==> src/design/tms_pkg.sv <==
// shared codes, command and status types for the turing machine stepper
`default_nettype none
package tms_pkg;
	localparam logic [2:0] ACT_CLEAR    = 3'd0;
	localparam logic [2:0] ACT_ADD_RULE = 3'd1;
	localparam logic [2:0] ACT_APPEND   = 3'd2;
	localparam logic [2:0] ACT_START    = 3'd3;
	localparam logic [2:0] ACT_STEP     = 3'd4;
	localparam logic [2:0] ACT_READ     = 3'd5;

	localparam logic [1:0] MODE_NORMAL = 2'd0;
	localparam logic [1:0] MODE_ACCEPT = 2'd1;
	localparam logic [1:0] MODE_REJECT = 2'd2;
	localparam logic [1:0] MODE_ERROR  = 2'd3;

	localparam logic [1:0] ST_OK         = 2'd0;
	localparam logic [1:0] ST_TABLE_FULL = 2'd1;
	localparam logic [1:0] ST_TAPE_FULL  = 2'd2;
	localparam logic [1:0] ST_NO_RULE    = 2'd3;

	localparam logic [1:0] MOVE_LEFT  = 2'd1;
	localparam logic [1:0] MOVE_RIGHT = 2'd2;

	localparam logic [1:0] CFG_START  = 2'd0;
	localparam logic [1:0] CFG_ACCEPT = 2'd1;
	localparam logic [1:0] CFG_REJECT = 2'd2;

	localparam logic [7:0] SYM_ANY   = 8'h2A;
	localparam logic [7:0] SYM_BLANK = 8'h5F;

	typedef struct packed {
		logic latch;
		logic tape_rd;
		logic match;
		logic sel;
		logic exec;
		logic grow;
		logic load_out;
	} cmd_t;

	typedef struct packed {
		logic grow_req;
	} stat_t;
endpackage
`default_nettype wire

==> src/design/tms_ctrl.sv <==
// sequencer for the turing machine stepper
`default_nettype none
module tms_ctrl (
	input  wire logic          clk,
	input  wire logic          arst_n,
	input  wire logic          in_valid,
	output logic               in_stall,
	input  wire logic [2:0]    action,
	output logic               out_valid,
	input  wire logic          out_stall,
	output tms_pkg::cmd_t      cmd,
	input  wire tms_pkg::stat_t stat
);
	import tms_pkg::*;

	typedef enum logic [2:0] {
		S_IDLE, S_RD, S_MATCH, S_SEL, S_EXEC, S_GROW, S_DONE
	} state_t;

	state_t state_q;
	logic   out_free;
	// remembers whether the request in flight is a cell read
	logic   cmd_is_read_q;

	assign in_stall = (state_q != S_IDLE);
	assign out_free = !out_valid || !out_stall;

	always_comb begin
		cmd          = '0;
		cmd.latch    = (state_q == S_IDLE) && in_valid;
		cmd.tape_rd  = (state_q == S_RD);
		cmd.match    = (state_q == S_MATCH);
		cmd.sel      = (state_q == S_SEL);
		cmd.exec     = (state_q == S_EXEC);
		cmd.grow     = (state_q == S_GROW);
		cmd.load_out = (state_q == S_DONE) && out_free;
	end

	always_ff @(posedge clk or negedge arst_n) begin
		if (!arst_n) begin
			state_q       <= S_IDLE;
			out_valid     <= 1'b0;
			cmd_is_read_q <= 1'b0;
		end else begin
			if (state_q == S_DONE && out_free) begin
				out_valid <= 1'b1;
			end else if (out_valid && !out_stall) begin
				out_valid <= 1'b0;
			end
			case (state_q)
				S_IDLE: begin
					if (in_valid) begin
						cmd_is_read_q <= (action == ACT_READ);
						if (action == ACT_STEP || action == ACT_READ) begin
							state_q <= S_RD;
						end else begin
							state_q <= S_EXEC;
						end
					end
				end
				S_RD:    state_q <= (cmd_is_read_q) ? S_EXEC : S_MATCH;
				S_MATCH: state_q <= S_SEL;
				S_SEL:   state_q <= S_EXEC;
				S_EXEC:  state_q <= stat.grow_req ? S_GROW : S_DONE;
				S_GROW:  state_q <= S_DONE;
				S_DONE: begin
					if (out_free) begin
						state_q <= S_IDLE;
					end
				end
				default: state_q <= S_IDLE;
			endcase
		end
	end
endmodule
`default_nettype wire

==> config.mk <==
export PLATFORM = sky130hd
export DESIGN_NAME = tms_ctrl
export DESIGN_NICKNAME = d
export VERILOG_FILES = /design/src/design/tms_pkg.sv /design/src/design/tms_ctrl.sv
export SDC_FILE = /design/constraint.sdc
export NUM_CORES = 1
export LEC_CHECK = 0
export BUFFER_PORTS_ARGS = -buffer_cell sky130_fd_sc_hd__buf_2
export CAP_MARGIN = 10
export CORE_AREA = 2 2 39 41
export CTS_BUF_LIST = sky130_fd_sc_hd__clkbuf_2
export DETAILED_ROUTE_END_ITERATION = 6
export DIE_AREA = 0 0 41 43
export GPL_TIMING_DRIVEN = 0
export SLEW_MARGIN = 20
export SYNTH_ARGS = -nofsm -noshare
export SYNTH_HDL_FRONTEND = slang
export SYNTH_SLANG_ARGS = --single-unit
==> constraint.sdc <==
create_clock -name clk -period 3.35 [get_ports clk]
set_clock_uncertainty 0.2 [all_clocks]
set_input_delay 0.335 -clock clk [delete_from_list [all_inputs] [get_ports clk]]
set_output_delay 0.335 -clock clk [all_outputs]
set_load 0.005 [all_outputs]
After elaboration in Yosys (flattened, before gate mapping). Cells that the tools add are included. W data, S select, Z words.

Equality and inequality tests: 10. Multiplexer cells: 8. Reduce and logical (&&, ||, !) cells: 12.

Operators by type and width (count): $pmux W3 S7 (1); $eq A3 B3 Y1 const B (5); $mux W3 (4); $eq A3 B2 Y1 const B (2); $ne A2 B2 Y1 const B (2); $reduce_and A2 Y1 (2); $eq A3 B1 Y1 const B (1); $logic_and A1 B1 Y1 (3); $logic_not A3 Y1 (1); $reduce_bool A3 Y1 (1); $logic_not A1 Y1 (2); $logic_or A1 B1 Y1 (2); $mux W1 (2); $mux W2 (1); $reduce_bool A2 Y1 (1).

Register bits after elaboration: 5. Word-level logic and storage cells: 33.

Logic depth before layout (Yosys ltp).
Word-level depth: 5. Gate-level depth with buffers: 4. Mapped depth without buffers: 3.

Least setup slack after synthesis. No wires, ideal clock.

Kind: register -> register. From: register state_q[0]. To: register cmd_is_read_q. Data arrival time: 1068 ps. Required time: 3025 ps. Slack: 1957 ps. Cell stages (with the launch flop): 5. Clock period less this slack: 1393 ps. Cells stage by stage: dfrtp_1 > buf_6 > nor2_2 > and3_4 > mux2_4.

Word-level cells in the longest chain between the ends: 2.

Ends and longest elaborated chain: start: declaration (RTL line tms_ctrl.sv:20) `state_t state_q;`; start signal: assignment (RTL line tms_ctrl.sv:61) `S_RD: state_q <= (cmd_is_read_q) ? S_EXEC : S_MATCH;`; start signal: assignment (RTL line tms_ctrl.sv:64) `S_EXEC: state_q <= stat.grow_req ? S_GROW : S_DONE;`; $logic_not A3 Y1 (RTL line tms_ctrl.sv:50) `case (state_q)`; $reduce_and A2 Y1 (no line); end signal: assignment (RTL line tms_ctrl.sv:53) `cmd_is_read_q <= (action == ACT_READ);`; end: declaration (RTL line tms_ctrl.sv:23) `logic cmd_is_read_q;`.

No other way between the ends. A chain may end at the register's enable or synchronous reset.

==> metrics <==
xor and xnor area share after synthesis=0%; crit start category=register; TritonCTS clock tree=built; Clock Tree Buf Depth=2; count of buffers added by post-CTS timing repair for setup=0; global-route wire length before repair=1.159 mm; Final Critical Period=1.687 ns; Final GP Congestion=0.7369; critical path arrival=between 1 and 1.5 ns; kind of cell with the highest combined delay on the critical path=flip-flops; number of vias after detailed routing=between 300 and 400; global-route congestion overflow total=0; total die area=0.001763 mm^2; Antenna Nets Post-Route=0; Tot Pwr=382.3 uW; Main synth FF type=dfrtp_1; share of the synthesized area in the top cell type=~37%; distinct cell type count of the synthesized netlist=25; worst slew margin relative to its limit=90.01%; final WL=704 um; Clock Sink Count=5; number of nets in the finished design=68; fraction of the mapped netlist area in adder cells=0%; vias in the first global route=roughly 290; Max Clock Freq=592.9 MHz; Rows=14; leading post-synthesis cells by cell area=dfrtp_1 37%, o21ai_1 4.5%, mux2_4 4.5%, nor3b_1 4.5%, nand2b_1 3.7%; post-route non-filler standard cell count=75; CP Class=register to primary output; core region area=0.001384 mm^2; leading post-synthesis cells by instance count=5 x dfrtp_1, 3 x nand2_1, 3 x nor2_1, 3 x o21ai_1; number of warnings issued by yosys=0; number of synthesized flops with an enable pin=0; routed wire length per instance=9.387 um; post-synthesis sequential area ratio=37.31%; Post-Syn Area per Cell=~8.8 um^2; vertical extent of the die=43 um; Tightest Hold Check Type=primary input to register; buffers and inverters on the worst path=2; most area-hungry cell type in the Yosys netlist=dfrtp_1; maximum fanout encountered on the critical timing path=10; worst setup timing slack at the placement stage=1.891 ns; leak pwr=0.0002542 uW; Synth Net Count=46; n_diodes=0; critical path capture point type=primary output; Mapped Cells=38; required time at the worst-slack endpoint=2.81 ns; via/cell ratio=4.320; number of buffers created by CTS=3; share of layout cells above drive strength 1=a little under half; sum of negative setup slack=0 ns; area added between synthesis and finish=38.81%; pin count of the biggest net entering global routing=11; number of buffers added on ports=16; Mapped Area=335.3 um^2; Initial Util=24.23%; DRC violation total after the first TritonRoute iteration=3; final period utilization=between 50% and 60%; Max H-tree Level=1; share of synthesized registers carrying an async set or reset=100.0%; flops & latches, synth=5; final-report max-slew violation count=0; Crit path largest cell delay=0.37 ns; fraction of synthesized area in multiplexers=4.478%; cell chosen for the clock root=clkbuf_2; width of the die=slightly above 40 um; number of cells after detailed placement=70; Hold-fix buffers, CTS=1; Max VDD drop=286.7 uV; transition time at the pin with the least slew margin=0.1499 ns; setup repair after global routing missed its margin=no; worst path setup slack after routing=1.663 ns; cell with the most instances after synthesis=dfrtp_1; compound-gate portion of the synthesized area=17.16%; number of antenna violations at the first check in global routing=0; Slowest cell on crit path=dfrtp_1; count of cells resized by post-cts repair=0; simple logic cell fraction of the synthesized area=a little under a third; DP HPWL=536.4 um; number of search-and-repair iterations in the first detailed-routing pass=4; final hold violation count=0; Critical Path, Cell by Cell=buf_6 -> nor2_2 -> and3_4 -> buf_2; result of the run=finished clean; largest family of logic cells by synthesized area=simple AND/OR/NAND/NOR gates; drc violations=0; Reg clk slew, reported paths=0.06 ns; overall routing resource usage=10.18%; number of violations of the max-capacitance limit=0; total power density per cell area=821.3 mW/mm^2; final setup vio count=0; count of boundary I/O pins=17; Clock Latency Late Sink=0.21 ns
==> metrics by stage <==
| step | utilization (%) | hold WS [ns] | cell area [um^2] |
|---|---|---|---|
| after floorplan | - | -0.1606 | 335.3 |
| after global placement | 31.46 | -0.04792 | 435.4 |
| after detailed placement | 31.46 | -0.04533 | 435.4 |
| after CTS | 33.63 | 0.1826 | 465.4 |
| after global routing | 33.63 | 0.1705 | 465.4 |
| final | 33.63 | 0.2018 | 465.4 |
==> placed cells by master (no fill, tap or decap) <==
cell type,count
dfrtp_1,5
nor2_1,3
inv_2,1
and3_4,1
buf_6,1
nand2_1,3
nand2b_1,2
clkbuf_2,4
mux2_4,1
nor2_2,1
and3_1,1
a31oi_1,1
o2bb2ai_1,1
o21bai_1,1
o21ai_1,3
a21oi_1,2
nor3_1,1
buf_4,1
nand3_1,1
nor3b_1,2
nand3b_1,1
o211a_1,1
dlygate4sd3_1,1
and3b_1,1
inv_1,1
buf_2,17
nor2b_1,1
==> cells by family after synthesis <==
group | count (synthesis)
flip-flops | 5
AO/OA/AOI/OAI | 9
buffers and inverters | 5
multiplexers | 1
AND/OR/NAND/NOR | 18
==> area by class of cell <==
| class | instances | area, um^2 |
|---|---|---|
| plain buffers | 3 | 23.77 |
| clock buffers | 4 | 20.02 |
| fillers | 156 | 918.4 |
| inverters | 2 | 7.507 |
| multi-input cells | 28 | 178.9 |
| flip-flops and latches | 5 | 125.1 |
| well taps | 16 | 20.02 |
| repair buffers | 17 | 90.09 |
==> worst reg2reg max path, cell delays in order (launching register included) <==
cell and delay (ns):
dfrtp_1 0.37, buf_6 0.13, nor2_2 0.12, and3_4 0.21
mux2_4 0.29
==> where the power goes <==
part	total, uW	internal (uW)	switching [uW]
clock	55.4	31.6	23.7
sequential	102	88.0	13.6
combinational	225	110	116
total	382	229	153
==> final timing paths <==
path                                                   to  cells past startpoint                    from  slack [ns]
worst max-delay path                               cmd[6]                      4  state_q[0]$_DFFE_PN0P_        1.66
worst min-delay path               state_q[0]$_DFFE_PN0P_                      3                    stat        0.20
worst max register to register  cmd_is_read_q$_DFFE_PN0P_                      4  state_q[0]$_DFFE_PN0P_        1.91
worst min register to register     state_q[0]$_DFFE_PN0P_                      2  state_q[0]$_DFFE_PN0P_        0.35
max in group asynchronous       cmd_is_read_q$_DFFE_PN0P_                      2                  arst_n        2.55
min in group asynchronous           out_valid$_DFFE_PN0P_                      2                  arst_n        0.26
==> registers in the layout, summed over array words and instances (netlist names) <==
signal,flops
cmd_is_read_q,1
out_valid,1
state_q,3
==> per-layer routing <==
metal | wire length (um) | global-route usage [%] | part of all wire, % | vias to the layer above
li1 | - | - | - | 173
met3 | 71 | 4.712 | 10 | 0
met4 | 0 | 6.000 | 0 | 0
met2 | 281 | 12.81 | 40 | 17
met1 | 351 | 13.68 | 50 | 134
met5 | 0 | 0 | 0 | -
Power figures use the tool's default switching activity.
